--- src/sv/sckq_pkg.sv ---
// ----------------------------------------------------------------------------
// Scancode decoder key queue - package
// Request codes, scancodes, logical key codes and inter-module structs.
// ----------------------------------------------------------------------------
package sckq_pkg;

    localparam int KEY_COUNT = 128;
    localparam int KEY_IW    = $clog2(KEY_COUNT);
    localparam int KEY_CNT_W = $clog2(KEY_COUNT + 1);

    localparam logic [1:0] OP_SCAN  = 2'd0;
    localparam logic [1:0] OP_POLL  = 2'd1;
    localparam logic [1:0] OP_QUERY = 2'd2;

    localparam logic [7:0] BYTE_PREFIX = 8'hE0;

    localparam logic [6:0] SCAN_ESC   = 7'h01;
    localparam logic [6:0] SCAN_RETURN = 7'h1C;
    localparam logic [6:0] SCAN_BLANK = 7'h39;
    localparam logic [6:0] SCAN_UP    = 7'h48;
    localparam logic [6:0] SCAN_LEFT  = 7'h4B;
    localparam logic [6:0] SCAN_EAST  = 7'h4D;
    localparam logic [6:0] SCAN_DOWN  = 7'h50;

    localparam logic [2:0] KEY_NONE  = 3'd0;
    localparam logic [2:0] KEY_UP    = 3'd1;
    localparam logic [2:0] KEY_DOWN  = 3'd2;
    localparam logic [2:0] KEY_LEFT  = 3'd3;
    localparam logic [2:0] KEY_RIGHT = 3'd4;
    localparam logic [2:0] KEY_ENTER = 3'd5;
    localparam logic [2:0] KEY_ESC   = 3'd6;
    localparam logic [2:0] KEY_SPACE = 3'd7;

    typedef struct packed {
        logic              wr_en;
        logic              set;
        logic [KEY_IW-1:0] index;
    } key_req_t;

    typedef struct packed {
        logic is_down;
        logic any_down_next;
    } key_rsp_t;

    typedef struct packed {
        logic       push;
        logic       pop;
        logic [2:0] push_key;
    } fifo_req_t;

    typedef struct packed {
        logic [2:0] head_key;
        logic       nonempty;
        logic       nonempty_next;
    } fifo_rsp_t;

    function automatic logic [2:0] translate_make(input logic [6:0] code, input logic pref);
        logic [2:0] k;
        k = KEY_NONE;
        unique case (code)
            SCAN_ESC:    k = KEY_ESC;
            SCAN_RETURN: k = KEY_ENTER;
            SCAN_BLANK:  k = KEY_SPACE;
            SCAN_UP:     k = pref ? KEY_UP : KEY_NONE;
            SCAN_DOWN:   k = pref ? KEY_DOWN : KEY_NONE;
            SCAN_LEFT:   k = pref ? KEY_LEFT : KEY_NONE;
            SCAN_EAST:   k = pref ? KEY_RIGHT : KEY_NONE;
            default:     k = KEY_NONE;
        endcase
        return k;
    endfunction

endpackage

--- src/sv/sckq_key_table.sv ---
// ----------------------------------------------------------------------------
// Scancode decoder key queue - key-down table
// One bit per key, cleared by reset, plus a running count of keys held.
// ----------------------------------------------------------------------------
module sckq_key_table (
    input  logic               clk,
    input  logic               rst_n,
    input  sckq_pkg::key_req_t req,
    output sckq_pkg::key_rsp_t rsp
);
    import sckq_pkg::*;

    logic [KEY_COUNT-1:0] bits_reg;
    logic [KEY_CNT_W-1:0] count_reg;
    logic [KEY_CNT_W-1:0] count_next;
    logic                 old_bit;
    logic                 inc;
    logic                 dec;

    assign old_bit    = bits_reg[req.index];
    assign inc        = req.wr_en && req.set && !old_bit;
    assign dec        = req.wr_en && !req.set && old_bit;
    assign count_next = count_reg + KEY_CNT_W'(inc) - KEY_CNT_W'(dec);

    assign rsp.is_down       = old_bit;
    assign rsp.any_down_next = (count_next != '0);

    always_ff @(posedge clk or negedge rst_n)
    begin
        if (!rst_n)
        begin
            bits_reg  <= '0;
            count_reg <= '0;
        end
        else
        begin
            count_reg <= count_next;
            if (req.wr_en)
            begin
                bits_reg[req.index] <= req.set;
            end
        end
    end

endmodule

--- src/sv/sckq_event_fifo.sv ---
// ----------------------------------------------------------------------------
// Scancode decoder key queue - event FIFO
// Ring buffer of logical key codes; head entry prefetched with write bypass.
// ----------------------------------------------------------------------------
module sckq_event_fifo #(
    parameter int QUEUE_DEPTH = 64
) (
    input  logic                clk,
    input  logic                rst_n,
    input  sckq_pkg::fifo_req_t req,
    output sckq_pkg::fifo_rsp_t rsp
);
    import sckq_pkg::*;

    localparam int PW = $clog2(QUEUE_DEPTH);

    logic [2:0]    mem [QUEUE_DEPTH];
    logic [PW-1:0] wp_reg;
    logic [PW-1:0] rp_reg;
    logic [PW-1:0] wp_next;
    logic [PW-1:0] rp_next;
    logic [PW-1:0] wp_inc;
    logic [PW-1:0] rp_inc;
    logic          do_push;
    logic          do_pop;
    logic [2:0]    rd_data_reg;
    logic [2:0]    byp_data_reg;
    logic          byp_reg;

    assign wp_inc  = (wp_reg == PW'(QUEUE_DEPTH - 1)) ? '0 : wp_reg + 1'b1;
    assign rp_inc  = (rp_reg == PW'(QUEUE_DEPTH - 1)) ? '0 : rp_reg + 1'b1;
    assign do_push = req.push && (wp_inc != rp_reg);
    assign do_pop  = req.pop && (wp_reg != rp_reg);
    assign wp_next = do_push ? wp_inc : wp_reg;
    assign rp_next = do_pop ? rp_inc : rp_reg;

    assign rsp.head_key      = byp_reg ? byp_data_reg : rd_data_reg;
    assign rsp.nonempty      = (wp_reg != rp_reg);
    assign rsp.nonempty_next = (wp_next != rp_next);

    always_ff @(posedge clk or negedge rst_n)
    begin
        if (!rst_n)
        begin
            wp_reg  <= '0;
            rp_reg  <= '0;
            byp_reg <= 1'b0;
        end
        else
        begin
            wp_reg  <= wp_next;
            rp_reg  <= rp_next;
            byp_reg <= do_push && (wp_reg == rp_next);
        end
    end

    always_ff @(posedge clk)
    begin
        if (do_push)
        begin
            mem[wp_reg] <= req.push_key;
        end
        rd_data_reg  <= mem[rp_next];
        byp_data_reg <= req.push_key;
    end

endmodule

--- src/sv/scancode_decoder_key_queue.sv ---
// ----------------------------------------------------------------------------
// Scancode decoder key queue - top level
// Set-1 scancode decoder with key-down table and logical key event queue.
// ----------------------------------------------------------------------------
// Throughput: one request per cycle while the output is not held by out_stall;
// input register, one decode/update pass, result register.
// Reset: asynchronous; clears key table, key count, queue pointers, prefix
// flag and all valid flags. Queue storage is not cleared.
module scancode_decoder_key_queue #(
    parameter int QUEUE_DEPTH = 64
) (
    input  logic       clk,
    input  logic       rst_n,
    input  logic       in_valid,
    output logic       in_stall,
    input  logic [1:0] opcode,
    input  logic [7:0] data_byte,
    output logic       out_valid,
    input  logic       out_stall,
    output logic [2:0] popped_key,
    output logic       queue_nonempty,
    output logic       any_key_down,
    output logic       key_is_down
);
    import sckq_pkg::*;

    logic       s1_valid_reg;
    logic [1:0] op_reg;
    logic [7:0] byte_reg;
    logic       prefix_reg;
    logic       prefix_next;
    logic       out_valid_reg;
    logic [2:0] popped_reg;
    logic [2:0] popped_next;
    logic       nonempty_reg;
    logic       any_down_reg;
    logic       key_down_reg;
    logic       key_down_next;
    logic       out_hold;
    logic       fire;
    logic       scan_key;
    logic       poll_sel;
    logic [2:0] make_key;

    key_req_t  key_req;
    key_rsp_t  key_rsp;
    fifo_req_t fifo_req;
    fifo_rsp_t fifo_rsp;

    assign out_hold = out_valid_reg && out_stall;
    assign in_stall = s1_valid_reg && out_hold;
    assign fire     = s1_valid_reg && !out_hold;
    assign make_key = translate_make(byte_reg[6:0], prefix_reg);

    always_comb
    begin
        scan_key      = 1'b0;
        poll_sel      = 1'b0;
        prefix_next   = prefix_reg;
        popped_next   = KEY_NONE;
        key_down_next = 1'b0;
        unique case (op_reg)
            OP_SCAN:
            begin
                if (byte_reg == BYTE_PREFIX)
                begin
                    prefix_next = 1'b1;
                end
                else
                begin
                    prefix_next = 1'b0;
                    scan_key    = 1'b1;
                end
            end
            OP_POLL:
            begin
                poll_sel    = 1'b1;
                popped_next = fifo_rsp.nonempty ? fifo_rsp.head_key : KEY_NONE;
            end
            OP_QUERY:
            begin
                key_down_next = !byte_reg[7] && key_rsp.is_down;
            end
            default:
            begin
                prefix_next = prefix_reg;
            end
        endcase
    end

    assign key_req.wr_en     = fire && scan_key;
    assign key_req.set       = !byte_reg[7];
    assign key_req.index     = byte_reg[KEY_IW-1:0];
    assign fifo_req.push     = fire && scan_key && !byte_reg[7] && (make_key != KEY_NONE);
    assign fifo_req.pop      = fire && poll_sel;
    assign fifo_req.push_key = make_key;

    sckq_key_table u_key_table (
        .clk   (clk),
        .rst_n (rst_n),
        .req   (key_req),
        .rsp   (key_rsp)
    );

    sckq_event_fifo #(
        .QUEUE_DEPTH (QUEUE_DEPTH)
    ) u_event_fifo (
        .clk   (clk),
        .rst_n (rst_n),
        .req   (fifo_req),
        .rsp   (fifo_rsp)
    );

    always_ff @(posedge clk or negedge rst_n)
    begin
        if (!rst_n)
        begin
            s1_valid_reg  <= 1'b0;
            out_valid_reg <= 1'b0;
            prefix_reg    <= 1'b0;
        end
        else
        begin
            if (!in_stall)
            begin
                s1_valid_reg <= in_valid;
            end
            if (!out_hold)
            begin
                out_valid_reg <= s1_valid_reg;
            end
            if (fire)
            begin
                prefix_reg <= prefix_next;
            end
        end
    end

    always_ff @(posedge clk)
    begin
        if (in_valid && !in_stall)
        begin
            op_reg   <= opcode;
            byte_reg <= data_byte;
        end
        if (fire)
        begin
            popped_reg   <= popped_next;
            nonempty_reg <= fifo_rsp.nonempty_next;
            any_down_reg <= key_rsp.any_down_next;
            key_down_reg <= key_down_next;
        end
    end

    assign out_valid      = out_valid_reg;
    assign popped_key     = popped_reg;
    assign queue_nonempty = nonempty_reg;
    assign any_key_down   = any_down_reg;
    assign key_is_down    = key_down_reg;

endmodule

--- config.mk ---
export PLATFORM = sky130hd
export DESIGN_NAME = scancode_decoder_key_queue
export DESIGN_NICKNAME = d
export VERILOG_FILES = /design/src/sv/sckq_pkg.sv /design/src/sv/sckq_key_table.sv /design/src/sv/sckq_event_fifo.sv /design/src/sv/scancode_decoder_key_queue.sv
export SDC_FILE = /design/constraint.sdc
export NUM_CORES = 1
export LEC_CHECK = 0
export ABC_AREA = 1
export BUFFER_PORTS_ARGS = -buffer_cell sky130_fd_sc_hd__buf_2
export CORE_MARGIN = 4
export CORE_UTILIZATION = 60
export CTS_CLUSTER_DIAMETER = 50
export CTS_CLUSTER_SIZE = 30
export DETAILED_ROUTE_END_ITERATION = 12
export PLACE_DENSITY = 0.76
export SYNTH_ARGS = -nofsm -noshare
export SYNTH_HDL_FRONTEND = slang
export SYNTH_SLANG_ARGS = --single-unit
--- constraint.sdc ---
create_clock -name clk -period 5.22 [get_ports clk]
set_input_delay 0.522 -clock clk [delete_from_list [all_inputs] [get_ports clk]]
set_output_delay 0.522 -clock clk [all_outputs]
set_load 0.05 [all_outputs]
=== Word level (Yosys, flattened, before mapping) ===
Memory sizes are Yosys's and may differ from the RTL's. A register that Yosys moved wholly into a read port is not among the register bits.
Cells that the tools add are included.

* Bits in registers: 171
* Memory bits (writable): 192
* Bits of input ports: 14
* Output and inout port bits: 8
* Logic and storage cells: 84
* Memories kept: 1

{| class="wikitable"
|+ Memories
! name !! depth !! width !! read ports !! clocked after Yosys merged registers in !! wr ports !! line !! RTL
|-
| u_event_fifo.mem || 64 || 3 || 1 || 1 || 1 || sckq_event_fifo.sv:17 || <nowiki>logic [2:0] mem [QUEUE_DEPTH];</nowiki>
|}

* Add/subtract/negate cells: 4
* Magnitude comparators: 2
* Eq/ne operators: 16
* Muxes and demuxes: 21
* Reductions and logical operators: 25

{| class="wikitable"
|+ Operator list
! cell !! count
|-
| 128-bit bitwise mux || 1
|-
| 7-bit equality test (second input constant) || 4
|-
| 6-bit two-way mux || 4
|-
| 3-bit one-hot mux with 7 select lines || 1
|-
| 6-bit inequality test || 3
|-
| 1-bit logical AND || 16
|-
| 6-bit by 1-bit adder with 6-bit output (second input constant) || 2
|-
| 6-bit equality test (second input constant) || 2
|-
| 1-bit two-way mux || 9
|-
| 8-bit by 1-bit adder with 8-bit output || 1
|-
| 8-bit equality test (second input constant) || 1
|-
| 7-bit by 8-bit < comparator with 1-bit output (second input constant) || 1
|-
| 8-bit nonzero test || 1
|-
| 8-bit by 1-bit subtractor with 8-bit output || 1
|-
| 1-bit binary-select mux with 7-bit select || 1
|-
| 1-bit demux with 7-bit select || 1
|-
| 7-bit by 1-bit equality test with 1-bit output (second input constant) || 1
|-
| 7-bit by 5-bit equality test with 1-bit output (second input constant) || 1
|-
| 7-bit by 6-bit equality test with 1-bit output (second input constant) || 1
|-
| 7-bit by 1-bit >= comparator with 1-bit output (second input constant) || 1
|-
| 6-bit equality test || 1
|-
| 3-bit two-way mux || 2
|-
| 1-bit logical NOT || 4
|-
| 2-bit two-way mux || 2
|-
| other kinds (5) || 6
|}

=== Depth between registers and ports, before layout ===
* Word-level depth: 9
* Mapped depth: 28
* Mapped depth without buffers: 27

=== Hierarchy ===
Synthesis repeated with hierarchy kept, for this count alone.

* Cell total of the unflattened synthesis: 2162
* Area, all modules: 18270.0 sq um

{| class="wikitable"
|+ Modules (own cells, without submodules)
! module !! times used !! cells an instance !! area each (sq um) !! seq. area each (sq um)
|-
| sckq_event_fifo || 1 || 1076 || 10038.4 || 6211.0
|-
| sckq_key_table || 1 || 975 || 7302.0 || 3403.3
|-
| scancode_decoder_key_queue || 1 || 111 || 929.6 || 555.5
|}

=== Worst setup path after synthesis ===
No wires, ideal clock.

* Path kind: reg2reg
* From: register byte_reg[1]
* To: register any_down_reg (netlist: any_key_down), data pin
* Library setup time: 0.264 ns
* Arrival time: 3.594 ns
* Data required time: 4.956 ns
* Slack: 1.362 ns
* Stages on the path, launching flop included: 26
* Buffers on the path: 2
* Period minus slack after synthesis: 3.858 ns
* Cell sequence: edfxtp_1 > inv_2 > nand2_1 > inv_1 > clkbuf_1 > clkbuf_1 > a22oi_1 > o21ai_0 > nand2_1 > a31oi_1 > nor2_1 > nand4_1 > nand2_1 > nor2_1 > ha_1 > inv_1 > ha_1 > inv_1 > fa_1 > o21ai_0 > a21oi_1 > nor2_1 > nor2_1 > xor2_1 > nor2_1 > nand3_1

{| class="wikitable"
|+ RTL lines
! item !! line !! RTL
|-
| start, declared || scancode_decoder_key_queue.sv:29 || <nowiki>logic [7:0] byte_reg;</nowiki>
|-
| start signal, assigned || scancode_decoder_key_queue.sv:144 || <nowiki>byte_reg <= data_byte;</nowiki>
|-
| end signal, assigned || scancode_decoder_key_queue.sv:150 || <nowiki>any_down_reg <= key_rsp.any_down_next;</nowiki>
|-
| end, declared || scancode_decoder_key_queue.sv:36 || <nowiki>logic any_down_reg;</nowiki>
|}

==> impl_metrics.csv <==
group,metric,value,unit
global_route,grt.overflow.total,0,
sta,fin_crit,4.49,ns
synth,yosys_warnings,0,
min_path,hp-class,"input port to register",
global_route,grt_pass1_vias,13900,
pwr,leakage,8.84,nW
global_route,grt_max_degree,68,
finish,largest_register_ffs,192,
drt,drt-vias-per-instance,5.81,
synth,yosys_most_used_dff,"edfxtp_1",
drt,drc,0,
die,die_w,181,µm
placement,hpwl,29900,µm
sta,worst_pin_slew,1.19,ns
sta,slew_viol_final,0,
critical_path,cp_common_cell,"nor2_1",
critical_path,worst_path_dominant_cell_family,"compound AO/OA/AOI/OAI gates",
global_route,track_usage,0.283,
clock_tree,clock-sinks,366,
finish,layout-drive-gt1-share,0.0952,
synth,synthesis.area,0.0179,mm²
sta,timing.fmax,0.223,GHz
synth,syn_avg_cell_area,8.86,µm²
pwr,p_per_area,412,mW/mm²
synth,yosysTopAreaCellShare,0.349,
run_status,status,"completed",
synth,synth_seq_cells,366,
sta,final_hold_viol_count,0,
critical_path,crit_start,"byte_reg[1]",
synth,synthTopCellsByCount,"476 x nand2_1, 299 x inv_1, 244 x nand3_1",
synth,synth_edf_count,208,
critical_path,cp-end-kind,"register",
critical_path,timing.rr.end,"any_key_down",
clock_tree,postCtsSetupBuffers,0,
critical_path,cp.required,5.49,ns
critical_path,path_class,"register to register",
finish,fin_nets,2047,
critical_path,cp_data_arrival_time,4.76,ns
placement,gp_congestion,0.958,
synth,synth_top_cell_by_area,"edfxtp_1",
clock_tree,cts-root-buf,"clkbuf_16",
finish,diodes,0,
finish,area_growth,9.52,%
placement,dp.cells,2367,
synth,synth.distinct_cells,46,
synth,synth_nets,2043,
clock_tree,cts_buffers,36,
critical_path,r2r_start,"byte_reg[1]",
global_route,antenna_found_initial,0,
die,start_util,0.616,
synth,synthArstFlopShare,0.415,
die,io_pins,22,
pwr,peakVddDrop,282,µV
sta,grt_setup_unrepaired,"false",
global_route,grt_pass1_wl,73700,µm
drt,drtIter0Drc,2019,
die,fp-row-count,62,
drt,wl,46000,µm
critical_path,path_cells,"inv_2 > nand2_1 > inv_1 > buf_4 > a22oi_1 > o21ai_0 > a22o_1 > o21ai_0 > nand2_1 > nand3b_1 > nand2_1 > nor2_1 > ha_1 > inv_1 > ha_1 > inv_1 > fa_1 > o21ai_0 > a21oi_1 > nor2_1 > nor2_1 > xor2_1 > nor2_1 > nand3_1",
clock_tree,cts_tree,"done",
sta,clock_skew,0.0255,ns
critical_path,slowest_stage,"edfxtp_1",
critical_path,cp.depth,24,
critical_path,rr_worst_depth,24,
drt,first_pass_iters,6,
critical_path,worst_setup_path_start_kind,"register",
placement,dpl_cell_area,0.0183,mm²
sta,setup_tns,0,ns
clock_tree,h-tree-depth,2,
clock_tree,cts_max_path_buffers,3,
finish,fill_cells,2303,
drt,num_vias,14100,
clock_tree,insertion_delay,0.55,ns
job,max_cap_viol_count,0,
synth,ys_top_cells_by_area,"edfxtp_1 35%, dfrtp_1 21%, nand2_1 10%",
synth,synth_most_common_cell,"nand2_1",
critical_path,crit_buf_inv,5,
critical_path,critPathMaxStageDelay,0.61,ns
finish,stdcell_count,2432,
sta,relSlewSlack,0.202,
clock_tree,cts.clk_slew.worst_paths,0.06,ns
drt,wl_per_cell,18.9,µm
synth,synth_seq_area_share,0.569,
critical_path,worstPathMaxFanout,14,
die,die_y,181,µm
clock_tree,ctsResizeCount,0,
sta,finalCritPeriodShare,0.859,
placement,io_buffer_count,21,
critical_path,crit_path_end,"any_key_down",
drt,drt.antenna.violating_nets,0,
finish,final_cell_area,0.0196,mm²
critical_path,rrSetupSlack,0.73,ns
sta,setup_violations,0,
die,coreArea,0.0290,mm²
die,dieArea,0.0326,mm²
synth,postSynthCellCount,2018,
where the power goes:
| group | switching (mW) | leakage [nW] | internal (mW) |
|---|---|---|---|
| combinational | 1.46 | 4.51 | 0.640 |
| sequential | 0.0912 | 3.73 | 3.17 |
| clock | 1.20 | 0.601 | 1.51 |
| total | 2.75 | 8.84 | 5.32 |
worst min-delay path by stage:
stage | start | to | cells after the start | slack (ns)
after floorplan | rst_n | out_valid | 0 | 0.23
final | data_byte[5] | byte_reg[5] | 1 | 0.16
after CTS | data_byte[5] | byte_reg[5] | 1 | 0.14
after global placement | u_key_table.bits_reg[96] | u_key_table.bits_reg[96] | 2 | 0.45
after global routing | opcode[1] | op_reg[1] | 1 | 0.15
after detailed placement | u_key_table.bits_reg[96] | u_key_table.bits_reg[96] | 2 | 0.46
area by class of cell:
type	count	area (µm²)	area share
flip-flops and latches	366	10200	0.519
multi-input cells	1257	6190	0.316
inverters	312	1170	0.0598
clock buffers	40	947	0.0484
well taps	384	480	0.0245
repair buffers	49	337	0.0172
clock inverters	24	288	0.0147
cell families (layout without fill, tap and decap cells):
| logic type | count (synthesis) | in the layout | share of synthesized area |
|---|---|---|---|
| multiplexers | 30 | 30 | 0.0189 |
| buffers and inverters | 395 | 425 | 0.0875 |
| AO/OA/AOI/OAI | 246 | 246 | 0.0754 |
| AND/OR/NAND/NOR | 955 | 955 | 0.234 |
| XOR/XNOR | 15 | 15 | 0.00735 |
| flip-flops | 366 | 366 | 0.569 |
| adder cells (fa/ha/maj) | 11 | 11 | 0.00812 |
through the flow:
stage                     hold slack (ns)   util  setup slack (ns)  total power [mW]
after global placement              0.453  0.632             0.981              5.29
final                               0.165  0.675             0.735              8.06
after global routing                0.153  0.675             0.451              8.45
after detailed placement            0.461  0.632             0.843              5.37
after floorplan                     0.226      -              1.36              4.83
after CTS                           0.143  0.675             0.814              8.06
placed cells by master (no fill, tap or decap), drive strengths merged, types with 5 or more instances in the layout:
master  count
ha         10
clkinv      6
dfrtp     152
nand4      15
a22oi      18
nor3       14
nor4        6
dfxtp       6
clkbuf     40
o221ai      5
xor2       12
o21ai     122
buf        48
inv       324
nand2     482
mux2       30
edfxtp    208
nor2      178
a21oi      90
nand3     255
per-layer routing:
metal,track usage,share of wire,up-vias
met5,0,0,-
met4,0.0829,0.023,0
met1,0.412,0.43,6726
met2,0.436,0.45,716
met3,0.0563,0.10,95
li1,-,-,6600
timing repair:
action,4_1_cts,5_1_grt
hold buffers,1,0
endpoints found under the setup margin,0,0
hold endpoints to repair,46,0
No activity file was read; power rests on OpenSTA's default activity.
